### src/sv/rse_pkg.sv
// ----------------------------------------------------------------------------
// rse_pkg
// shared types, codes and helpers for the rpn stack evaluator
// ----------------------------------------------------------------------------
`default_nettype none

package rse_pkg;

	// default number of stack entries
	localparam int STACK_DEPTH_DEF = 128;

	// q16.16 value that an empty pop reads as
	localparam logic [31:0] Q_NEG_ONE = 32'hFFFF_0000;

	// action codes
	localparam logic [3:0] ACT_PUSH   = 4'd0;
	localparam logic [3:0] ACT_ADD    = 4'd1;
	localparam logic [3:0] ACT_SUB    = 4'd2;
	localparam logic [3:0] ACT_MUL    = 4'd3;
	localparam logic [3:0] ACT_DIV    = 4'd4;
	localparam logic [3:0] ACT_DUP    = 4'd5;
	localparam logic [3:0] ACT_SWAP   = 4'd6;
	localparam logic [3:0] ACT_CLEAR  = 4'd7;
	localparam logic [3:0] ACT_FINISH = 4'd8;

	// status codes
	localparam logic [2:0] ST_OK      = 3'd0;
	localparam logic [2:0] ST_OVER    = 3'd1;
	localparam logic [2:0] ST_UNDER   = 3'd2;
	localparam logic [2:0] ST_DIVZ    = 3'd3;
	localparam logic [2:0] ST_SAT     = 3'd4;
	localparam logic [2:0] ST_INVALID = 3'd5;

	// result of an arithmetic unit
	typedef struct packed {
		logic        sat;
		logic [31:0] value;
	} op_res_t;

	// clamp a 48-bit signed value to the q16.16 range
	function automatic op_res_t sat_q48(input logic signed [47:0] v);
		op_res_t r;
		r.sat   = 1'b0;
		r.value = v[31:0];
		if (v > 48'sh0000_7FFF_FFFF) begin
			r.sat   = 1'b1;
			r.value = 32'h7FFF_FFFF;
		end else if (v < 48'shFFFF_8000_0000) begin
			r.sat   = 1'b1;
			r.value = 32'h8000_0000;
		end
		return r;
	endfunction

endpackage

`default_nettype wire

### src/sv/rse_stack_ram.sv
// ----------------------------------------------------------------------------
// rse_stack_ram
// operand stack storage, one write port and one registered read port
// ----------------------------------------------------------------------------
`default_nettype none

module rse_stack_ram #(
	parameter int DEPTH = rse_pkg::STACK_DEPTH_DEF,
	parameter int AW    = $clog2(DEPTH)
) (
	input  wire logic          clk,
	input  wire logic          we,
	input  wire logic [AW-1:0] waddr,
	input  wire logic [31:0]   wdata,
	input  wire logic          re,
	input  wire logic [AW-1:0] raddr,
	output logic      [31:0]   rdata
);

	logic [31:0] mem [DEPTH];

	always_ff @(posedge clk) begin
		if (we) begin
			mem[waddr] <= wdata;
		end
	end

	always_ff @(posedge clk) begin
		if (re) begin
			rdata <= mem[raddr];
		end
	end

endmodule

`default_nettype wire

### config.mk
export PLATFORM = sky130hd
export DESIGN_NAME = rse_stack_ram
export DESIGN_NICKNAME = d
export VERILOG_FILES = /design/src/sv/rse_pkg.sv /design/src/sv/rse_stack_ram.sv
export SDC_FILE = /design/constraint.sdc
export NUM_CORES = 2
export LEC_CHECK = 0
export ABC_CLOCK_PERIOD_IN_PS = 9200
export BUFFER_PORTS_ARGS = -buffer_cell sky130_fd_sc_hd__buf_2
export CAP_MARGIN = 40
export CORE_ASPECT_RATIO = 0.9
export CORE_UTILIZATION = 70
export CTS_BUF_LIST = sky130_fd_sc_hd__clkbuf_8
export DETAILED_ROUTE_END_ITERATION = 8
export PLACE_DENSITY_LB_ADDON = 0.25
export SETUP_SLACK_MARGIN = 0.4
export SLEW_MARGIN = 20
export SYNTH_ARGS = -nofsm -noshare
export SYNTH_HDL_FRONTEND = slang
export SYNTH_SLANG_ARGS = --single-unit
### constraint.sdc
create_clock -name clk -period 9.2 [get_ports clk]
set_input_delay 1.84 -clock clk [delete_from_list [all_inputs] [get_ports clk]]
set_output_delay 1.84 -clock clk [all_outputs]
set_load 0.05 [all_outputs]
# After elaboration in Yosys (flattened, before gate mapping)

Memory sizes are Yosys's and may differ from the RTL's. A register that Yosys moved wholly into a read port is not among the register bits.
Cells that the tools add are included.

Register bits after elaboration: 0
Memory bits (writable): 4096
Input bits: 49
Output and inout port bits: 32
Memories: 1

Memory list:

| name | depth | bits a word | rd ports | clocked after memory_dff | write ports | RTL line            | RTL |
|---|---|---|---|---|---|---|---|
| mem  | 128   | 32          | 1        | 1                        | 1           | rse_stack_ram.sv:20 | `logic [31:0] mem [DEPTH];` |

Muxes and demuxes: 2

Operators with widths:

| operator | number |
|---|---|
| $mux 1   | 2 |

# Longest topological paths before layout

Depth in word-level cells: 2
Depth in mapped cells: 8
Gate-level depth less buffers: 4

# Worst setup path after synthesis

No wires, ideal clock.

Path kind: input to register
From: input port we
To: memory mem[98][0] (enable)
Library setup time: 0.461 ns
Arrival: 4.618 ns
Path slack: 4.121 ns
Stages: 3
Buffers on the path: 1
Cell sequence: clkbuf_1 -> nand4_1 -> nor3_1

Cells in the longest elaborated chain, start to end: 2

RTL lines:

| element                      | RTL line            | RTL |
|---|---|---|
| from (decl)                  | rse_stack_ram.sv:12 | `input wire logic we,` |
| $mux 1                       | rse_stack_ram.sv:23 | `if (we) begin` |
| $mux 1 (not written as such) | rse_stack_ram.sv:24 | `mem[waddr] <= wdata;` |
| to (decl)                    | rse_stack_ram.sv:20 |  |

No other way between the ends.

==> impl_metrics.env <==
export IMPL_cts_max_level=6
export IMPL_fillers=9654
export IMPL_max_cap_violations=0
export IMPL_wl_per_cell_um=41.0
export IMPL_crit_chain="buf_12, buf_12, mux4_2, mux4_2, mux4_2, mux2_2"
export IMPL_dp_hpwl_um=219000
export IMPL_drtIter0Drc=12900
export IMPL_min_period_over_period_pct=51.5
export IMPL_grt_max_degree=148
export IMPL_rsz0062_at_grt="no"
export IMPL_cts_buffers=619
export IMPL_ys_seq_area_share_pct=79.2
export IMPL_syn_inst=5990
export IMPL_final_min_clock_period_ns=4.74
export IMPL_ctsResizeCount=0
export IMPL_holdWs_ns=1.21
export IMPL_path_class="in2reg"
export IMPL_slowest_stage="mux4_2"
export IMPL_grt_pass1_vias=75500
export IMPL_synthSimpleGateAreaFrac_pct=0.445
export IMPL_synth_compound_area_share_pct=0
export IMPL_slew_violations=0
export IMPL_root_buffer="clkbuf_8"
export IMPL_powerDensity_nw_per_um2=209
export IMPL_core_um2=222000
export IMPL_final_layout_size_suffix_gt1_share_pct=35.8
export IMPL_worstPathArrival_ns=5.60
export IMPL_critPathBufInv=2
export IMPL_hold_viol=0
export IMPL_cts_tree="built"
export IMPL_postCtsSetupBuffers=0
export IMPL_num_vias=74900
export IMPL_antenna_found_initial=53
export IMPL_ys_ff_latch=4128
export IMPL_grt_use_total_pct=36.2
export IMPL_die_h_um=451
export IMPL_drc=0
export IMPL_critPathCaptureType="flip-flop"
export IMPL_finClkSkew_ns=0.0546
export IMPL_clock_sinks=4128
export IMPL_ys_warn_count=0
export IMPL_synth_distinct_cells=16
export IMPL_ir_worst_vdd_v=0.000143
export IMPL_overflow=0
export IMPL_status="finished clean"
export IMPL_viasPerCell=7.45
export IMPL_start_kind="input pin"
export IMPL_synth_fp_nets=6039
export IMPL_antenna_left=0
export IMPL_critical_path_top_delay_family="multiplexers"
export IMPL_clkTransAtPathRegs_ns=0.06
export IMPL_crit_fanout=92
export IMPL_ctsHoldBuffers=0
export IMPL_die_x_um=501
export IMPL_worst_path_most_repeated_cell="mux4_2"
export IMPL_start_util_pct=70.5
export IMPL_cts_buffer_depth=4
export IMPL_num_rows=164
export IMPL_gp_congestion=0.852
export IMPL_io_pins=81
export IMPL_fmaxAchievable_ghz=0.211
export IMPL_fin_tns_setup_ns=0
export IMPL_synth_xor_area_share_pct=0
export IMPL_synth_fa_ha_area_share_pct=0
export IMPL_port_buffers=80
export IMPL_synth_top_family_by_area="multiplexers"
export IMPL_synth_area_um2=157000
export IMPL_setup_violations=0
export IMPL_grt_pass1_wl_um=555000
export IMPL_syn_avg_cell_area_um2=26.1
export IMPL_cp_required_ns=10.06
export IMPL_p_leak_nw=53.8
export IMPL_clkLatencyLatePin_ns=1.12
export IMPL_cpPeakStageDelay_ns=0.67
export IMPL_dieArea_um2=226000
export IMPL_nets=6650
export IMPL_wirelength_um=413000
export IMPL_area_growth_pct=10.7
export IMPL_drtPass1Iterations=8
export IMPL_slew_headroom_pct=22.1
export IMPL_synthMuxAreaShare_pct=19.6
export IMPL_tightest_slew_ns=1.17
export IMPL_hp_class="reg2reg"
-- area by class of cell --
class                      instances  area (µm²)  share of cell area [%]
sequential                      4128      124000                    71.5
multi-input combinational       1546       32300                    18.6
clock buffer                     636        8750                    5.05
tap                             2988        3740                    2.16
timing repair buffer             306        2680                    1.55
clock inverter                   432        1810                    1.05
antenna                           21        52.6                  0.0303
-- placed cells by master (no fill, tap or decap) --
cell           n
nand3_1        8
nand2_1       14
or3_1          1
buf_4        224
clkbuf_8     636
nor2_1         3
nand2b_1       2
buf_8          7
nand4_1        3
clkinvlp_4    12
nor3_2         9
edfxtp_1    4128
buf_2         41
nor2_4       119
buf_16         6
clkinv_4       1
mux2_2        32
nand3_2        4
clkinv_1     171
diode_2       21
mux4_2      1344
bufinv_16      2
buf_12        24
inv_1        191
clkinv_2      50
buf_6          4
nor2b_1        7
inv_6          5
-- synthesized netlist by cell type --
master    count  area, µm²
buf_2        79        395
nor2b_1       7       43.8
mux2_2       32        360
edfxtp_1   4128     124000
buf_6         2       22.5
nand4_1       3       18.8
nand3_1      12       60.1
mux4_2     1344      30300
nor2_1      122        458
nor3_1        9       45.0
buf_4         3       22.5
nand2_1      14       52.6
buf_1        50        188
nand2b_1      2       12.5
clkbuf_1    182        683
or3_1         1       6.26
-- report_power, final --
part | internal [mW] | switching [mW] | total [mW]
Sequential | 20.8 | 0.0543 | 20.8
Clock | 6.45 | 6.87 | 13.3
Combinational | 0.748 | 1.28 | 2.03
Total | 28.0 | 8.20 | 36.2
-- worst min-delay path, cell delays in order, from the launching register on --
cell,delay [ns]
edfxtp_1,0.31
mux4_2,0.22
mux4_2,0.22
mux4_2,0.23
mux2_2,0.14
-- path summary, 6_finish.rpt --
kind | start | endpoint | slack, ns | depth (start not counted)
setup / recovery | raddr[0] | rdata[9]$_DFFE_PP_ | 4.46 | 6
hold / removal | mem[106][2]$_DFFE_PP_ | rdata[2]$_DFFE_PP_ | 1.21 | 4
setup reg to reg | mem[87][4]$_DFFE_PP_ | rdata[4]$_DFFE_PP_ | 6.37 | 4
hold reg to reg | mem[106][2]$_DFFE_PP_ | rdata[2]$_DFFE_PP_ | 1.21 | 4
-- through the flow --
| step | utilization [%] | cells | setup WS (ns) | total power [mW] | instance area [µm²] |
|---|---|---|---|---|---|
| 2_1_floorplan | - | 5990 | 4.12 | 22.3 | 157000 |
| 3_3_place_gp | 73.1 | 8952 | 3.40 | 23.1 | 162000 |
| 3_5_place_dp | 73.1 | 8959 | 3.36 | 23.2 | 163000 |
| 4_1_cts | 77.9 | 10000 | 4.54 | 36.1 | 173000 |
| 5_1_grt | 78.0 | 10000 | 4.40 | 37.1 | 173000 |
| 6_report | 78.0 | 10100 | 4.46 | 36.2 | 173000 |
-- kinds of logic after synthesis --
kind of cell	after synthesis
simple gates	170
flops	4128
buf+inv	316
mux	1376
-- flip-flops by register name, summed over array words and instances (netlist names) --
register and flops:
mem 4096, rdata 32
-- per-layer routing --
metal / GRT usage (%) / vias to the layer above / wire length, µm
met1: 51.0 / 38800 / 132000
li1: - / 27700 / -
met3: 11.1 / 1271 / 65700
met2: 54.2 / 7117 / 194000
met5: 0 / - / 226
met4: 15.1 / 26 / 21300
No activity file was read; power rests on OpenSTA's default activity.
