## config.mk

```make
export PLATFORM = sky130hd
export DESIGN_NAME = rse_mul
export DESIGN_NICKNAME = d
export VERILOG_FILES = /design/src/sv/rse_pkg.sv /design/src/sv/rse_mul.sv
export SDC_FILE = /design/constraint.sdc
export NUM_CORES = 2
export LEC_CHECK = 0
export ABC_AREA = 1
export BUFFER_PORTS_ARGS = -buffer_cell sky130_fd_sc_hd__buf_2
export CAP_MARGIN = 40
export CORE_MARGIN = 10
export CORE_UTILIZATION = 50
export DETAILED_ROUTE_END_ITERATION = 6
export PLACE_DENSITY = 0.66
export SETUP_SLACK_MARGIN = 0.1
export SLEW_MARGIN = 20
export SYNTH_ARGS = -nofsm -noshare
export SYNTH_HDL_FRONTEND = slang
export SYNTH_SLANG_ARGS = --single-unit
```

## constraint.sdc

```tcl
create_clock -name clk -period 5 [get_ports clk]
set_clock_uncertainty 0.15 [all_clocks]
set_input_delay 0.5 -clock clk [delete_from_list [all_inputs] [get_ports clk]]
set_output_delay 0.5 -clock clk [all_outputs]
set_load 0.02 [all_outputs]
```

## src/sv/rse_pkg.sv

```systemverilog
// ----------------------------------------------------------------------------
// rse_pkg
// shared types, codes and helpers for the rpn stack evaluator
// ----------------------------------------------------------------------------
`default_nettype none

package rse_pkg;

	// default number of stack entries
	localparam int STACK_DEPTH_DEF = 128;

	// q16.16 value that an empty pop reads as
	localparam logic [31:0] Q_NEG_ONE = 32'hFFFF_0000;

	// action codes
	localparam logic [3:0] ACT_PUSH   = 4'd0;
	localparam logic [3:0] ACT_ADD    = 4'd1;
	localparam logic [3:0] ACT_SUB    = 4'd2;
	localparam logic [3:0] ACT_MUL    = 4'd3;
	localparam logic [3:0] ACT_DIV    = 4'd4;
	localparam logic [3:0] ACT_DUP    = 4'd5;
	localparam logic [3:0] ACT_SWAP   = 4'd6;
	localparam logic [3:0] ACT_CLEAR  = 4'd7;
	localparam logic [3:0] ACT_FINISH = 4'd8;

	// status codes
	localparam logic [2:0] ST_OK      = 3'd0;
	localparam logic [2:0] ST_OVER    = 3'd1;
	localparam logic [2:0] ST_UNDER   = 3'd2;
	localparam logic [2:0] ST_DIVZ    = 3'd3;
	localparam logic [2:0] ST_SAT     = 3'd4;
	localparam logic [2:0] ST_INVALID = 3'd5;

	// result of an arithmetic unit
	typedef struct packed {
		logic        sat;
		logic [31:0] value;
	} op_res_t;

	// clamp a 48-bit signed value to the q16.16 range
	function automatic op_res_t sat_q48(input logic signed [47:0] v);
		op_res_t r;
		r.sat   = 1'b0;
		r.value = v[31:0];
		if (v > 48'sh0000_7FFF_FFFF) begin
			r.sat   = 1'b1;
			r.value = 32'h7FFF_FFFF;
		end else if (v < 48'shFFFF_8000_0000) begin
			r.sat   = 1'b1;
			r.value = 32'h8000_0000;
		end
		return r;
	endfunction

endpackage

`default_nettype wire

```

## src/sv/rse_mul.sv

```systemverilog
// ----------------------------------------------------------------------------
// rse_mul
// two-stage q16.16 multiplier: product, then truncate toward zero and clamp
// ----------------------------------------------------------------------------
`default_nettype none

module rse_mul (
	input  wire logic               clk,
	input  wire logic               arst_n,
	input  wire logic               start,
	input  wire logic signed [31:0] a,
	input  wire logic signed [31:0] b,
	output logic                    done,
	output rse_pkg::op_res_t        res
);

	logic               vld_s1;
	logic signed [63:0] prod_s1;
	logic               vld_s2;
	rse_pkg::op_res_t   res_s2;
	logic signed [47:0] quo;
	logic               rnd;

	always_ff @(posedge clk) begin
		if (start) begin
			prod_s1 <= a * b;
		end
	end

	// arithmetic shift floors, so bump negative inexact results toward zero
	assign rnd = prod_s1[63] && (prod_s1[15:0] != 16'd0);
	assign quo = prod_s1[63:16] + {47'd0, rnd};

	always_ff @(posedge clk) begin
		if (vld_s1) begin
			res_s2 <= rse_pkg::sat_q48(quo);
		end
	end

	always_ff @(posedge clk or negedge arst_n) begin
		if (!arst_n) begin
			vld_s1 <= 1'b0;
			vld_s2 <= 1'b0;
		end else begin
			vld_s1 <= start;
			vld_s2 <= vld_s1;
		end
	end

	assign done = vld_s2;
	assign res  = res_s2;

endmodule

`default_nettype wire

```

# Yosys cells after proc, flatten, opt, wreduce, memory -nomap -nowiden
# Cells that the tools add are included.
dict set report word_totals {
  elab_cells 12
  output_inout_bits 34
  regBits 99
  input_bits 67
}
dict set report op_classes {
  n_lt_le_gt_ge 2
  mul 1
  n_addsub 1
  muxes 1
  n_reduce_logical 2
}
# op n
set op_table {}
lappend op_table {{32-bit by 32-bit multiplier with 64-bit output} 1}
lappend op_table {{48-bit by 1-bit adder with 48-bit output} 1}
lappend op_table {{48-bit by 32-bit greater-than comparator with 1-bit output (second input constant)} 1}
lappend op_table {{48-bit by 32-bit less-than comparator with 1-bit output (second input constant)} 1}
lappend op_table {{33-bit two-way mux} 1}
lappend op_table {{16-bit nonzero test} 1}
lappend op_table {{1-bit logical AND} 1}

# Logic depth before layout (Yosys ltp)
dict set report logic_depth {
  word_depth 5
  mapped_depth 32
  depth_no_buf 31
}

# Least setup slack after synthesis
# Ideal clock, no wire load.
dict set report synth_path {
  kind {input-to-reg}
  startpoint {input a[31]}
  endpoint {register prod_s1[56], data pin}
  n_path_buf 1
  setup_ns 0.260
  required_time_ns 4.590
  cell_stages 27
  setup_slack_ns -2.568
  arrival_ns 7.158
  path_cell_list {clkbuf_1 > nand2_1 > inv_1 > fa_1 > inv_1 > fa_1 > fa_1 > inv_1 > fa_1 > inv_1 > fa_1 > inv_1 > fa_1 > fa_1 > inv_1 > fa_1 > inv_1 > ha_1 > a21oi_1 > inv_1 > a31oi_1 > o21ai_0 > nand3_1 > nand2_1 > a21oi_1 > nand2_1 > xor2_1}
}
dict set report synth_via {
  elab_chain_len 1
}
# element line_no
set synth_lines {}
lappend synth_lines {{start, declared} rse_mul.sv:11} ;# input wire logic signed [31:0] a,
lappend synth_lines {{32-bit by 32-bit multiplier with 64-bit output} rse_mul.sv:26} ;# prod_s1 <= a * b;
lappend synth_lines {{end signal, assigned} rse_mul.sv:26}
lappend synth_lines {{end, declared} rse_mul.sv:18} ;# logic signed [63:0] prod_s1;
# Every way passes these cells.
# A chain may end at the register's enable or synchronous reset.

# Worst setup path in the final report
dict set report layout_path {
  startpoint {input a[31]}
  endpoint {register prod_s1[59], data pin}
}
# Same word-level chain as after synthesis.

==> run summary <==
The logs give 1.21 ns for the internal reg-to-reg setup slack and 56 for the setup violation total in the final timing report. From bottom edge to top edge, the die measures 312 um. Leaving out fill and tap cells, the most frequent cell in the layout is inv_1. The run gives 2 as the number of buffers on the longest clock path. The endpoint identified for the worst register-to-register timing path is res[25]$_SDFFCE_PN1P_.

The portion of the post-synthesis area used by sequential elements is 6.95%. The count of buffers added on input and output ports is 100. The routability congestion estimate was 0.950; the post-synthesis area per instance was 8.11 sq um. The root buffer cell chosen for the clock tree is clkbuf_16. The global-route wire length before repair is 208000 um, and the detailed-router iteration count before antenna repair is 7. Relative to the synthesized area, the layout overhead comes to 30.7%. The area share of the leading cell type in the synthesized netlist works out to 50.8%. Setup repair after global routing could not meet its margin everywhere. The tools report the kind of start point of the critical path as a primary input.

Sorting the synthesized cells by area gives the leading types as fa_1 (51%), inv_1 (15%), nand2_1 (12%). The tools report the initial antenna violation count as 6. The type of destination of the critical path is a flip-flop.

The maximum net fanout on the critical path was 5. The tools report the number of clock sinks as 99. The area inside the core boundary was 84900 sq um. The source of the worst register-to-register timing path was prod_s1[63]$_DFFE_PP_.

The worst setup path is of the primary input to flip-flop kind. Summing every instance area after synthesis gives 42600 sq um. In this run the tightest slew margin relative to its limit is 56.5%.

The die covers 97300 sq um. The detailed router placed 35700 vias in this run. The checks that failed: negative setup slack.

The tools report the worst-case setup margin in the final layout as -2.02 ns. The average via count per standard cell came out at 5.09. Summed over all failing endpoints, the final setup total negative slack is -90.47 ns. At the pin with the least slew margin, the transition time is 0.651 ns.

The flow ran to the end, but the final reports show violations. The number of top-level pins was 101; the clock period minus final worst setup slack was 7.02 ns. Clock latency on the worst-skew pair, taken at its later pin, is 0.36 ns. For this configuration, the core starts out at a cell density of 50.2%. The Yosys step of the flow raised 0 warnings. The worst path uses 140% of the clock period. Among all stages on the critical path, the largest delay is contributed by fa_1. Die width: 312 um. The proportion of layout cells with a drive suffix above 1 is 26.7%, and the peak per-stage delay on the critical path is 0.58 ns.

The DRC marker count from the first detailed-route iteration came out at 2712. Entering global routing, the biggest net connects 45 pins. TritonCTS built the clock tree. The most frequent cell on the critical path was fa_1. After detailed routing, the average wire length per cell comes to 19.1 um.

The tools report the remaining number of nets flagged by the antenna check after routing as 0. The run gives 7200 as the number of nets at the end of the flow. CTS built an H-tree with a depth of 3.

After detailed routing, the number of remaining DRC violations is 0. Global routing consumed, over all layers together, 26.7% of the routing resources. After technology mapping, the gate count stands at 5252.

The total grt overflow was 0; the number of hold violations in the final report was 0. The count of max-cap constraint violations is 0. Flip-flop and latch count after synthesis: 99. Net count after synthesis: 6587.

For the number of global-route vias before repair, the log shows 38900. The placed wire-length estimate after detailed placement is 104000 um. The top cell types in the final layout, fill and taps aside, are inv_1 (1530), nand2_1 (1241), fa_1 (978), buf_4 (499), nor2_1 (140).

In this run the core area contains 107 standard-cell rows. The class of the tightest hold or removal check was primary input to async pin. For the worst setup path, the data arrival time is 6.98 ns. At the worst endpoint, the required time is 4.96 ns.

For this run, the top clock speed supported by timing is 0.142 GHz. For the final count of pins violating max slew, the log shows 0. Counting cells, the worst reg-to-reg path comes to 16. The synthesized netlist contains 38 unique library cells. The wire length reported by the detailed router came out at 134000 um.

Cell type contributing the most total cell area after synthesis: fa_1. Counting the buffers created by CTS gives 9. After clock tree synthesis, the clock-pin slew on the worst setup and hold paths is 0.07 ns.
## cells by family (layout without fill, tap and decap cells)
group	count (synthesis)	in the layout	share of synthesized area, %
buf+inv	1862	2480	16.5
simple gates	1758	1758	16.1
fa+ha+maj	1268	1268	56.3
compound gates	168	168	2.19
flops	99	99	6.95
xor+xnor	97	97	1.99
other cells	0	4	0
## flip-flops by register name, indices dropped and copies added, names as in the netlist
signal   cells
done         1
res         33
vld_s1       1
prod_s1     64
## routing by layer
layer	GRT usage [%]	vias to the layer above	part of all wire, %
met5	0	-	0
met4	8.53	0	4.3
met3	3.23	393	7.2
met2	46.9	1384	50
met1	34.2	18200	39
li1	-	15800	-
## stage by stage
stage	setup WS [ns]	hold slack [ns]	area (sq um)	utilization [%]	instances
2_1_floorplan	-2.01	0.0544	44400	-	5252
3_3_place_gp	-2.68	0.145	49500	58.4	6832
3_5_place_dp	-2.70	0.143	49500	58.4	6832
4_1_cts	-2.01	0.321	53400	62.9	6944
5_1_grt	-2.18	0.330	55700	65.6	7017
6_report	-2.02	0.328	55700	65.6	7018
## area by class of cell
cell class	instances	area, sq um
diodes	4	10.0
clock buffers	9	225
repair buffers	800	8180
clock inverters	7	115
inverters	1664	6270
flip-flops and latches	99	2960
multi-input cells	3291	36500
well taps	1144	1430
fillers	6674	29200
## synthesized netlist by cell type, drive strengths merged
| cell | n |
|---|---|
| ha | 186 |
| nand3b | 1 |
| dfrtp | 2 |
| or2 | 11 |
| o31ai | 1 |
| nand2 | 1395 |
| nand3 | 54 |
| a211oi | 1 |
| nor4 | 7 |
| buf | 6 |
| fa | 1082 |
| nor2 | 247 |
| and3 | 4 |
| a21boi | 1 |
| edfxtp | 97 |
| a31oi | 8 |
| a21oi | 84 |
| a21o | 12 |
| nor3 | 12 |
| o21ai | 44 |
| nand4 | 26 |
| o2111ai | 1 |
| o21bai | 11 |
| xnor2 | 28 |
| and2 | 1 |
| o21a | 1 |
| clkbuf | 192 |
| inv | 1664 |
| a41oi | 1 |
| o211ai | 3 |
| xor2 | 69 |
## critical path, delay by kind of cell
family                     cells  cell delay (ns)
adders and majority gates      9             4.51
buffers and inverters         10             0.95
and+or+nand+nor                9             1.00
## how the worst max path moves through the flow
stage	slack, ns	start	to
5_1_grt	-2.18	a[31]	prod_s1[59]$_DFFE_PP_
3_3_place_gp	-2.68	a[31]	prod_s1[63]$_DFFE_PP_
4_1_cts	-2.01	a[31]	prod_s1[63]$_DFFE_PP_
6_report	-2.02	a[31]	prod_s1[59]$_DFFE_PP_
2_1_floorplan	-2.01	a[31]	prod_s1[56]$_DFFE_PP_
3_5_place_dp	-2.70	a[31]	prod_s1[63]$_DFFE_PP_
## what timing repair did
item / 4_1_cts / 5_1_grt
gates cloned: 18 / 9
endpoints found under the setup margin: 57 / 57
resized for setup: 636 / 439
pin swaps: 245 / 337
endpoints found under the hold margin: 2 / 0
setup buffers: 83 / 73
hold buffers: 1 / 0
Power is left out: the tool's default activity adds up to more than one toggle a clock period on the data nets, which glitch-free logic cannot reach.
