### src/sv/rse_pkg.sv
// ----------------------------------------------------------------------------
// rse_pkg
// shared types, codes and helpers for the rpn stack evaluator
// ----------------------------------------------------------------------------
`default_nettype none

package rse_pkg;

	// default number of stack entries
	localparam int STACK_DEPTH_DEF = 128;

	// q16.16 value that an empty pop reads as
	localparam logic [31:0] Q_NEG_ONE = 32'hFFFF_0000;

	// action codes
	localparam logic [3:0] ACT_PUSH   = 4'd0;
	localparam logic [3:0] ACT_ADD    = 4'd1;
	localparam logic [3:0] ACT_SUB    = 4'd2;
	localparam logic [3:0] ACT_MUL    = 4'd3;
	localparam logic [3:0] ACT_DIV    = 4'd4;
	localparam logic [3:0] ACT_DUP    = 4'd5;
	localparam logic [3:0] ACT_SWAP   = 4'd6;
	localparam logic [3:0] ACT_CLEAR  = 4'd7;
	localparam logic [3:0] ACT_FINISH = 4'd8;

	// status codes
	localparam logic [2:0] ST_OK      = 3'd0;
	localparam logic [2:0] ST_OVER    = 3'd1;
	localparam logic [2:0] ST_UNDER   = 3'd2;
	localparam logic [2:0] ST_DIVZ    = 3'd3;
	localparam logic [2:0] ST_SAT     = 3'd4;
	localparam logic [2:0] ST_INVALID = 3'd5;

	// result of an arithmetic unit
	typedef struct packed {
		logic        sat;
		logic [31:0] value;
	} op_res_t;

	// clamp a 48-bit signed value to the q16.16 range
	function automatic op_res_t sat_q48(input logic signed [47:0] v);
		op_res_t r;
		r.sat   = 1'b0;
		r.value = v[31:0];
		if (v > 48'sh0000_7FFF_FFFF) begin
			r.sat   = 1'b1;
			r.value = 32'h7FFF_FFFF;
		end else if (v < 48'shFFFF_8000_0000) begin
			r.sat   = 1'b1;
			r.value = 32'h8000_0000;
		end
		return r;
	endfunction

endpackage

`default_nettype wire

### src/sv/rse_div.sv
// ----------------------------------------------------------------------------
// rse_div
// q16.16 divider, restoring, one quotient bit per cycle, truncates toward zero
// ----------------------------------------------------------------------------
`default_nettype none

module rse_div (
	input  wire logic        clk,
	input  wire logic        arst_n,
	input  wire logic        start,
	input  wire logic [31:0] a,
	input  wire logic [31:0] b,
	output logic             done,
	output rse_pkg::op_res_t res
);

	localparam int QW = 48;
	localparam int CW = $clog2(QW);

	logic             busy_q;
	logic             fin_q;
	logic             done_q;
	logic [CW-1:0]    cnt_q;
	logic             neg_q;
	logic [QW-1:0]    quo_q;
	logic [31:0]      rem_q;
	logic [31:0]      dvs_q;
	rse_pkg::op_res_t res_q;

	logic [31:0]      a_mag;
	logic [31:0]      b_mag;
	logic [32:0]      rem_sh;
	logic [33:0]      diff;
	logic             ge;

	assign a_mag  = a[31] ? (~a + 32'd1) : a;
	assign b_mag  = b[31] ? (~b + 32'd1) : b;
	assign rem_sh = {rem_q, quo_q[QW-1]};
	assign diff   = {1'b0, rem_sh} - {2'b00, dvs_q};
	assign ge     = !diff[33];

	always_ff @(posedge clk) begin
		if (start) begin
			neg_q <= a[31] ^ b[31];
			quo_q <= {a_mag, 16'd0};
			rem_q <= 32'd0;
			dvs_q <= b_mag;
		end else if (busy_q) begin
			quo_q <= {quo_q[QW-2:0], ge};
			rem_q <= ge ? diff[31:0] : rem_sh[31:0];
		end
	end

	// sign and clamp the magnitude quotient
	always_ff @(posedge clk) begin
		if (fin_q) begin
			res_q.sat <= 1'b0;
			if (neg_q) begin
				if (quo_q > 48'h0000_8000_0000) begin
					res_q.sat   <= 1'b1;
					res_q.value <= 32'h8000_0000;
				end else begin
					res_q.value <= ~quo_q[31:0] + 32'd1;
				end
			end else begin
				if (quo_q > 48'h0000_7FFF_FFFF) begin
					res_q.sat   <= 1'b1;
					res_q.value <= 32'h7FFF_FFFF;
				end else begin
					res_q.value <= quo_q[31:0];
				end
			end
		end
	end

	always_ff @(posedge clk or negedge arst_n) begin
		if (!arst_n) begin
			busy_q <= 1'b0;
			fin_q  <= 1'b0;
			done_q <= 1'b0;
			cnt_q  <= '0;
		end else begin
			done_q <= fin_q;
			fin_q  <= 1'b0;
			if (start) begin
				busy_q <= 1'b1;
				cnt_q  <= CW'(QW - 1);
			end else if (busy_q) begin
				if (cnt_q == '0) begin
					busy_q <= 1'b0;
					fin_q  <= 1'b1;
				end else begin
					cnt_q <= cnt_q - CW'(1);
				end
			end
		end
	end

	assign done = done_q;
	assign res  = res_q;

endmodule

`default_nettype wire

### config.mk
export PLATFORM = sky130hd
export DESIGN_NAME = rse_div
export DESIGN_NICKNAME = d
export VERILOG_FILES = /design/src/sv/rse_pkg.sv /design/src/sv/rse_div.sv
export SDC_FILE = /design/constraint.sdc
export NUM_CORES = 1
export LEC_CHECK = 0
export ABC_AREA = 0
export BUFFER_PORTS_ARGS = -buffer_cell sky130_fd_sc_hd__buf_2
export CAP_MARGIN = 5
export CORE_ASPECT_RATIO = 0.9
export CORE_MARGIN = 1
export CORE_UTILIZATION = 60
export DETAILED_ROUTE_END_ITERATION = 10
export GPL_ROUTABILITY_DRIVEN = 0
export GPL_TIMING_DRIVEN = 0
export PLACE_DENSITY = 0.81
export SYNTH_ARGS = -nofsm -noshare
export SYNTH_HDL_FRONTEND = slang
export SYNTH_SLANG_ARGS = --single-unit
### constraint.sdc
create_clock -name clk -period 3.9 [get_ports clk]
set_clock_uncertainty 0.2 [all_clocks]
set_input_delay 0.585 -clock clk [delete_from_list [all_inputs] [get_ports clk]]
set_output_delay 0.585 -clock clk [all_outputs]
set_load 0.01 [all_outputs]
Word-level counts from Yosys, hierarchy flattened --
Cells that the tools add are included. W data, S select, Z words.
Cells by class: add/subtract/negate cells 5, magnitude comparators 2, eq/ne operators 1, mux-type cells 19, bitwise logic cells 4, reductions and logical operators 4
Operators by type and width (number):
- $mux W32 | 4
- $add A32 B1 Y32 const B | 3
- $mux W48 | 2
- $not A32 Y32 | 3
- $gt A48 B31 Y1 const B | 1
- $gt A48 B32 Y1 const B | 1
- $sub A33 B32 Y34 | 1
- $mux W33 | 1
- $mux W31 | 1
- $mux W6 | 3
- $mux W1 | 8
- $logic_not A6 Y1 | 1
- $sub A6 B1 Y6 const B | 1
- $ne A2 B2 Y1 const B | 1
- $reduce_and A2 Y1 | 1
- $reduce_bool A2 Y1 | 1
- $logic_not A1 Y1 | 1
- $xor A1 B1 Y1 | 1
Storage, ports and cells: bits in registers 155, bits of input ports 67, output and inout bits 34, logic and storage cells 47

Longest topological paths before layout --
Gate-level depths: netlist of run 1.
word-level depth 4, depth in mapped cells 12

Worst setup path after synthesis of run 1 --
OpenSTA, ideal clock, no wires.
path kind input to register, from input port b[5], to register dvs_q[29], data pin, setup time 0.258 ns, data arrival time 2.637 ns, data required time 3.442 ns, setup slack 0.805 ns, stages 8, buffers on the path 0, cells stage by stage nor4_4 -> nand3_2 -> or3_4 -> or3_4 -> or2_1 -> or3_4 -> o31ai_4 -> xnor2_1
Between the ends: longest elaborated chain between the ends 3
Ends and longest elaborated chain:
- start: declaration | RTL line rse_div.sv:12 | input wire logic [31:0] b,
- $not A32 Y32 | RTL line rse_div.sv:37 | assign b_mag = b[31] ? (~b + 32'd1) : b;
- $add A32 B1 Y32 | RTL line rse_div.sv:37
- $mux W31 | RTL line rse_div.sv:37
- named net b_mag[29] | RTL line rse_div.sv:31 | logic [31:0] b_mag;
- end signal: assignment | RTL line rse_div.sv:47 | dvs_q <= b_mag;
- end: declaration | RTL line rse_div.sv:27 | logic [31:0] dvs_q;
The timed path passes the listed nets, and every way through them passes these cells. A chain may end at the register's enable or synchronous reset.

Final worst setup path of run 1 --
from register dvs_q[17], to register rem_q[8]
Between the ends: longest elaborated chain between the ends 2
Ends and longest elaborated chain:
- $sub A33 B32 Y34 | RTL line rse_div.sv:39 | assign diff = {1'b0, rem_sh} - {2'b00, dvs_q};
- $mux W32 | RTL line rse_div.sv:50 | rem_q <= ge ? diff[31:0] : rem_sh[31:0];
- end signal: assignment | RTL line rse_div.sv:50
- end: declaration | RTL line rse_div.sv:26 | logic [31:0] rem_q;
No other way between the ends.

==> summary.txt, run 1 <==
Crit end category: flip-flop
Vias in the first global route: 8221
First-pass DRT Iterations: 7
DP Area: 10700 um^2
Setup_tns: 0 ns
Power Dens Cells: 363 nW/um^2
Initial core utilization: 0.617
Leak Pwr: 4.68 nW
Finished Layout Cells: 1434
Most frequent cells in the layout: nand2_1, buf_2, edfxtp_1
Clk slew on worst S/H paths: 0.06 ns
Largest net degree at the start of global routing: 35
Die height: 124 um
Yosys cell types: 69
Final instance area: 11300 um^2
Placement Setup Slack: 0.301 ns
Period utilisation layout: 0.934
Grt ovf: 0
FMAX: 274 MHz
# port buffers: 100
Final Hold Violating Endpoints: 0
Register area share after synthesis: 0.414
Min-delay src: b[0]
All-Layer GR Usage: 0.306
Iter 0 DRT Violations: 1029
Status: complete, no violations
R2r setup slk: 0.26 ns
Hold path cells: 1
Die Span X: 138 um
Layout area overhead: 13.5%
Rows: 44
Hpwl dp: 18.3 mm
Mapped Nets: 1201
Via Count: 8986
Worst path slowest cell: or4_1
Nets@finish: 1319
Mapped Cells: 1096
Diode count: 0
Initial antenna violation count: 0
DRT antenna net count: 0
Cell area after synthesis: 9980 um^2
RR Startpoint: dvs_q[17]
Yosys reg bits: 155
Finish-stage setup viols: 0
Share of flip-flops with an asynchronous set or reset: 0.0581
Hold Crit Class: input pin to flip-flop
CTS tree: yes
Num CTS Buffers: 17
Max-cap viol count: 0
H-tree depth: 4
Vias per Instance: 6.27
Fillers: 1251
Post-synth EDFFs: 98
Core area: 16200 um^2
Clock Tree Root: clkbuf_16
Ys flop type: edfxtp_1
Worst Hold End: dvs_q[0]
Maximum fanout along the worst path: 10
Final slew viol count: 0
Clk sinks: 155
Die footprint: 17200 um^2
Final WL: 25.1 mm
Critical Path AT: 3.78 ns
Placed insts: 1403
CP max stage delay: 0.57 ns
Min Tclk post-route: 3.64 ns
Per-cell routed wire length: 17.5 um
Most common cell after layout, fill and taps aside: nand2_1
Crit path kind: flip-flop to flip-flop
Worst-case clock buffer depth: 2
Latest clock arrival within the worst-skew pair: 0.44 ns
Worst Tran Pin Value: 1.19 ns
Peak supply drop: 0.461 mV
Mean Syn Cell Area: 9.11 um^2
R2R cell count: 12
CP startpoint kind: flip-flop
Worst EP required: 4.04 ns
Top Ports: 101
Crit-path cells: inv_1 > ha_1 > clkbuf_1 > nand4_1 > or4_1 > a211o_1 > a21oi_1 > nor2_1 > nand2_2 > buf_2 > nand2_1 > a311oi_1
Slew margin rel.: 0.203
Synth warnings: 0
Post_cts resized: 0
First-pass GRT wire length: 41.1 mm
RSZ-0062 raised after global routing: no
WHS: 0.238 ns
Final WS setup: 0.256 ns
DRC: 0
Worst flop-to-flop path endpoint: rem_q[8]
Share of layout cells above drive strength 1: 0.133
## Yosys cell counts (25+ instances only)
cell | count | area, um^2
a21o_1 | 30 | 225
o21ai_0 | 67 | 335
clkbuf_1 | 44 | 165
dfxtp_1 | 48 | 961
a311oi_1 | 25 | 219
a21oi_1 | 49 | 245
nor2_1 | 88 | 330
inv_1 | 56 | 210
a22o_1 | 30 | 263
nor3_1 | 33 | 165
edfxtp_1 | 98 | 2940
ha_1 | 37 | 463
xnor2_1 | 63 | 552
nand2_1 | 130 | 488
## stage by stage
| stage | util | total power [mW] |
|---|---|---|
| floorplan | - | 2.29 |
| global placement | 0.664 | 2.47 |
| detailed placement | 0.664 | 2.48 |
| CTS | 0.700 | 4.10 |
| global route | 0.700 | 4.26 |
| finish | 0.700 | 4.12 |
## power breakdown
group          internal, mW  switching [mW]
Clock                 0.970           0.672
Combinational         0.226           0.329
Sequential             1.85          0.0684
## metal layers
layer / global-route usage / vias up / wire (um)
li1: - / 4300 / -
met1: 0.428 / 4170 / 11100
met2: 0.462 / 461 / 11300
met3: 0.0769 / 55 / 2290
met4: 0.0940 / 0 / 471
met5: 0 / - / 0
## timing repair
item | in CTS | in global routing
hold buffers | 1 | 0
endpoints found under the hold margin | 9 | 0
setup buffers | 0 | 0
setup endpoints to repair | 0 | 2
## cell families after synthesis
kind of cell | after synthesis | share of synthesized area
AOI/OAI and AO/OA | 300 | 0.211
xor gates and xnor gates | 81 | 0.0711
adders and majority gates | 38 | 0.0484
buffers and inverters | 114 | 0.0436
DFF | 155 | 0.414
muxes | 19 | 0.0190
and+or+nand+nor | 389 | 0.193
## layout make-up
type | count | area [um^2] | area share
multi-input combinational | 827 | 5420 | 0.478
sequential | 155 | 4130 | 0.365
timing repair buffer | 101 | 510 | 0.0451
clock buffer | 23 | 500 | 0.0442
tap | 207 | 259 | 0.0229
buffer | 56 | 218 | 0.0192
inverter | 56 | 210 | 0.0186
clock inverter | 9 | 82.6 | 0.00729
## worst max-delay path by stage
stage                    from         to
CTS                 rem_q[17]   rem_q[8]
finish              dvs_q[17]   rem_q[8]
detailed placement      start  quo_q[39]
global placement        start  quo_q[39]
global route        dvs_q[17]  rem_q[30]
floorplan                b[5]  dvs_q[29]
## critical path: cells and delay by family, from the launching register on
family	cells	cell delay [ns]
buffers and inverters	3	0.64
adders and majority gates	1	0.26
and+or+nand+nor	5	1.29
AOI/OAI and AO/OA	3	0.82
DFF	1	0.33
## flip-flops by register name, indices dropped and copies added, names as in the netlist
name	cells
fin_q	1
neg_q	1
cnt_q	6
res	33
dvs_q	32
busy_q	1
rem_q	32
done	1
quo_q	48
Note: power is estimated with default switching activity, not from simulation.
==> run 2: changes to the inputs <==
--- a/config.mk
+++ b/config.mk
@@ -14,7 +14,7 @@
 export DETAILED_ROUTE_END_ITERATION = 10
 export GPL_ROUTABILITY_DRIVEN = 0
 export GPL_TIMING_DRIVEN = 0
-export PLACE_DENSITY = 0.81
+export PLACE_DENSITY = 0.89
 export SYNTH_ARGS = -nofsm -noshare
 export SYNTH_HDL_FRONTEND = slang
 export SYNTH_SLANG_ARGS = --single-unit
==> run 2 against run 1 <==
  * The flow now finishes with violations (design-rule violations)
  * Register-to-register slack got worse by 0.10 ns
  * Clock power hardly changed
  * Combinational power grew 2%
  * Via count increased by 4.4%
  * First-iteration DRC count increased by 8.8%
  * Sequential power about the same
  * Largest cell class unchanged
==> summary.txt, run 2 (same netlist as run 1, synthesis figures left out) <==
Worst-case clock buffer depth: 2
DRT antenna net count: 0
Num CTS Buffers: 17
H-tree depth: 4
R2r setup slk: 0.16 ns
Diode count: 0
Critical Path AT: 3.87 ns
Most common cell after layout, fill and taps aside: nand2_1
Crit end category: flip-flop
Iter 0 DRT Violations: 1120
Biggest register: quo_q
Initial antenna violation count: 0
# port buffers: 100
Finish-stage setup viols: 0
Clock Tree Root: clkbuf_16
Core area: 16200 um^2
First-pass DRT Iterations: 9
Placement Setup Slack: 0.258 ns
Slew margin rel.: 0.214
Leak Pwr: 4.69 nW
Period utilisation layout: 0.960
Hold Crit Class: input pin to flip-flop
RR Startpoint: dvs_q[14]
Worst Setup EP: rem_q[26]
Final Hold Violating Endpoints: 0
Nets@finish: 1320
Final WS setup: 0.155 ns
CP startpoint kind: flip-flop
Maximum fanout along the worst path: 10
Tot Pwr: 4.15 mW
Latest clock arrival within the worst-skew pair: 0.42 ns
Max reg flops: 48
Die footprint: 17200 um^2
Power Dens Cells: 366 nW/um^2
Clk slew on worst S/H paths: 0.06 ns
Vias in the first global route: 8758
Max-cap viol count: 0
Worst EP required: 4.02 ns
Crit path from: dvs_q[14]
Min Tclk post-route: 3.74 ns
Layout area overhead: 13.7%
DRC: 2
Die height: 124 um
Violated checks: design-rule violations
CTS tree: yes
Share of layout cells above drive strength 1: 0.137
Status: complete, but fails checks
Largest net degree at the start of global routing: 35
Grt ovf: 0
Hpwl dp: 18.8 mm
Setup_tns: 0 ns
Crit path kind: flip-flop to flip-flop
Vias per Instance: 6.54
FMAX: 267 MHz
Most frequent cells in the layout: nand2_1, buf_2, edfxtp_1
Top Ports: 101
Die Span X: 138 um
Worst flop-to-flop path endpoint: rem_q[26]
RSZ-0062 raised after global routing: no
First-pass GRT wire length: 43.2 mm
Per-cell routed wire length: 18.2 um
Via Count: 9378
Final slew viol count: 0
Final WL: 26.1 mm
Clk sinks: 155
Peak supply drop: 0.309 mV
Fillers: 1206
R2R cell count: 11
All-Layer GR Usage: 0.318
Initial core utilization: 0.617
Worst Tran Pin Value: 1.18 ns
Rows: 44
run 2: changes by cell type in the layout (fill, tap and decap cells not counted), sizes merged:
cell | before | now
clkinv | 6 | 1
inv | 58 | 65
bufinv | 1 | 0
run 2: timing repair:
item	CTS	global route
resized for setup	0	3
endpoints found under the hold margin	9	0
hold buffers	1	0
setup buffers	0	0
setup endpoints to repair	0	19
run 2: area by class of cell:
class                   count  area, um^2  share of cell area
repair buffers            101         510              0.0450
plain buffers              57         223              0.0196
inverters                  56         210              0.0185
multi-input cells         827        5420               0.478
well taps                 207         259              0.0228
clock buffers              22         510              0.0450
flip-flops and latches    155        4130               0.364
clock inverters            10        88.8             0.00782
run 2: worst min-delay path by stage:
| stage | slack, ns | cells past startpoint | endpoint | from |
|---|---|---|---|---|
| 4_1_cts | 0.21 | 1 | dvs_q[0] | b[0] |
| 3_5_place_dp | 0.25 | 1 | done | arst_n |
| 2_1_floorplan | 0.09 | 0 | busy_q | arst_n |
| 3_3_place_gp | 0.25 | 1 | done | arst_n |
| 6_report | 0.22 | 1 | dvs_q[0] | b[0] |
| 5_1_grt | 0.23 | 1 | dvs_q[0] | b[0] |
run 2: metrics by stage:
| step | instance area [um^2] | std cells | hold slack, ns | utilization |
|---|---|---|---|---|
| global placement | 10700 | 1403 | 0.253 | 0.664 |
| detailed placement | 10700 | 1403 | 0.252 | 0.664 |
| finish | 11400 | 1435 | 0.219 | 0.701 |
| CTS | 11400 | 1436 | 0.213 | 0.701 |
| floorplan | 9980 | 1096 | 0.0894 | - |
| global route | 11400 | 1435 | 0.225 | 0.701 |
run 2: routing by layer:
metal | vias up | share of wire | GRT usage
met3 | 109 | 0.098 | 0.0529
met4 | 0 | 0.035 | 0.148
li1 | 4302 | - | -
met1 | 4348 | 0.40 | 0.421
met2 | 619 | 0.47 | 0.504
met5 | - | 0 | 0
run 2: power by group:
part	switching [mW]	internal [mW]	total, mW
Sequential	0.0670	1.85	1.92
Combinational	0.337	0.227	0.564
Clock	0.717	0.955	1.67
run 2: worst max-delay path, cell delays in order, from the launching register on:
cell and delay [ns]:
edfxtp_1 0.36, inv_1 0.05, ha_1 0.36, a21o_1 0.21, a31o_2 0.26, a311oi_1 0.50
o21ai_0 0.24, or2_2 0.34, nor2_1 0.32, buf_2 0.37, a21oi_1 0.12, a311oi_1 0.32
==> run 3: changes to the inputs <==
--- a/config.mk
+++ b/config.mk
@@ -14,7 +14,7 @@
 export DETAILED_ROUTE_END_ITERATION = 10
 export GPL_ROUTABILITY_DRIVEN = 0
 export GPL_TIMING_DRIVEN = 0
-export PLACE_DENSITY = 0.89
+export PLACE_DENSITY = 0.91
 export SYNTH_ARGS = -nofsm -noshare
 export SYNTH_HDL_FRONTEND = slang
 export SYNTH_SLANG_ARGS = --single-unit
==> constraint.sdc (replaced) <==
create_clock -name clk -period 3.9 [get_ports clk]
set_clock_uncertainty 0.2 [all_clocks]
set_input_delay 0.78 -clock clk [delete_from_list [all_inputs] [get_ports clk]]
set_output_delay 0.78 -clock clk [all_outputs]
set_load 0.01 [all_outputs]
==> run 3 against run 2 <==
  * The flow now finishes without violations
  * First-iteration DRC count up 8.1%
  * Maximum frequency increased by 2.1%
  * Wire length fell by 1.8%
  * Setup slack improved by 0.078 ns
  * Sequential share of layout area grew 0.17 points
  * Global-route usage decreased by 0.50 points
  * Non-clock buffer count down 1
  * Critical path depth is 1 higher
  * Clock power is 9% lower
  * Largest cell class unchanged
  * Combinational power fell by 0.7%
  * Critical endpoint is now rem_q[4]
  * Die area stayed put
  * Register-to-register slack improved by 0.08 ns
==> summary.txt, run 3 (same netlist as run 1, synthesis figures left out) <==
Status: complete, no violations
Max-cap viol count: 0
All-Layer GR Usage: 0.313
Worst EP required: 4.04 ns
Initial core utilization: 0.617
Latest clock arrival within the worst-skew pair: 0.44 ns
Worst-case clock buffer depth: 2
Peak supply drop: 0.501 mV
Finish-stage setup viols: 0
Final WL: 25.7 mm
Vias per Instance: 6.52
First-pass GRT wire length: 42.1 mm
Max reg flops: 48
Final WS setup: 0.233 ns
Crit end category: flip-flop
Critical Path AT: 3.80 ns
Clk sinks: 155
Maximum fanout along the worst path: 10
Clock Tree Root: clkbuf_16
Layout area overhead: 13.2%
# port buffers: 100
Final core utilization: 0.698
Most frequent cells in the layout: nand2_1, buf_2, edfxtp_1
DRT antenna net count: 0
Hpwl dp: 18.7 mm
Rows: 44
Final Hold Violating Endpoints: 0
M1 WL: 10.3 mm
Leak Pwr: 4.64 nW
Power Dens Cells: 354 nW/um^2
Initial antenna violation count: 0
DP Area: 10700 um^2
Min Tclk post-route: 3.67 ns
Setup_tns: 0 ns
Biggest register: quo_q
Per-cell routed wire length: 17.9 um
RSZ-0062 raised after global routing: no
Placement Setup Slack: 0.133 ns
FMAX: 273 MHz
Period utilisation layout: 0.940
Via Count: 9355
CTS tree: yes
WL met2: 11.8 mm
Placed insts: 1403
Slew margin rel.: 0.208
Die height: 124 um
First-pass DRT Iterations: 5
Routed length on met3: 2.67 mm
Final slew viol count: 0
Share of layout cells above drive strength 1: 0.137
Crit path kind: flip-flop to flip-flop
Most common cell after layout, fill and taps aside: nand2_1
H-tree depth: 4
Final instance area: 11300 um^2
CP startpoint kind: flip-flop
Largest net degree at the start of global routing: 35
Finished Layout Cells: 1434
Diode count: 0
Gate power share: 0.140
Grt ovf: 0
Sw frac: 0.275
Vias in the first global route: 8684
Num CTS Buffers: 17
Clock Power Share: 0.380
Hold Crit Class: flip-flop to flip-flop
Die Span X: 138 um
Int Power: 2.90 mW
Clk slew on worst S/H paths: 0.06 ns
Nets@finish: 1319
Seq pwr share: 0.479
Psw: 1.10 mW
Top layer in use: met4
DRC: 0
Iter 0 DRT Violations: 1211
Die footprint: 17200 um^2
Core area: 16200 um^2
Worst Tran Pin Value: 1.19 ns
R2r setup slk: 0.23 ns
Top Ports: 101
==> run 3: worst paths after layout <==
kind | startpoint | depth (start not counted) | endpoint
min in group asynchronous | arst_n | 2 | busy_q
max | dvs_q[12] | 12 | rem_q[4]
max reg2reg | dvs_q[12] | 12 | rem_q[4]
min reg2reg | rem_q[10] | 2 | rem_q[11]
max in group asynchronous | arst_n | 2 | fin_q
min | rem_q[10] | 2 | rem_q[11]
==> run 3: through the flow <==
step	total power, mW	hold slack (ns)
floorplan	2.29	0.253
global placement	2.46	0.283
detailed placement	2.49	0.288
CTS	3.99	0.303
global route	4.14	0.326
finish	4.00	0.300
==> run 3: power by group through the flow <==
| stage | clock network (mW) | logic [mW] | registers (mW) |
|---|---|---|---|
| 6_report | 1.52 | 0.560 | 1.92 |
| 5_1_grt | 1.60 | 0.617 | 1.92 |
| 4_1_cts | 1.53 | 0.550 | 1.91 |
| 3_5_place_dp | 0 | 0.542 | 1.95 |
| 3_3_place_gp | 0 | 0.521 | 1.94 |
| 2_1_floorplan | 0 | 0.374 | 1.92 |
==> run 3: timing repair <==
item	4_1_cts	5_1_grt
setup buffers	0	0
hold endpoints to repair	9	0
endpoints found under the setup margin	0	22
hold buffers	1	0
gates resized for setup	0	5
==> run 3: layout make-up <==
cell class              instances  area [um^2]
well taps                     207          259
inverters                      56          210
multi-input cells             827         5430
flip-flops and latches        155         4130
plain buffers                  56          221
repair buffers                101          510
fillers                      1193         4880
clock inverters                15          116
clock buffers                  17          425
==> run 3: metal layers <==
layer,vias to the layer above,GRT usage
met1,4328,0.412
met3,109,0.0737
met4,0,0.134
met2,600,0.488
met5,-,0
li1,4318,-
==> run 3: critical path, stage by stage, from the launching register on <==
cell	delay, ns
edfxtp_1	0.40
inv_1	0.08
ha_1	0.22
clkbuf_1	0.20
a21oi_1	0.32
nor3_1	0.08
a311oi_1	0.48
o21ai_0	0.25
or2_2	0.32
nor2_1	0.26
clkbuf_2	0.36
nand2_1	0.10
a311oi_1	0.29
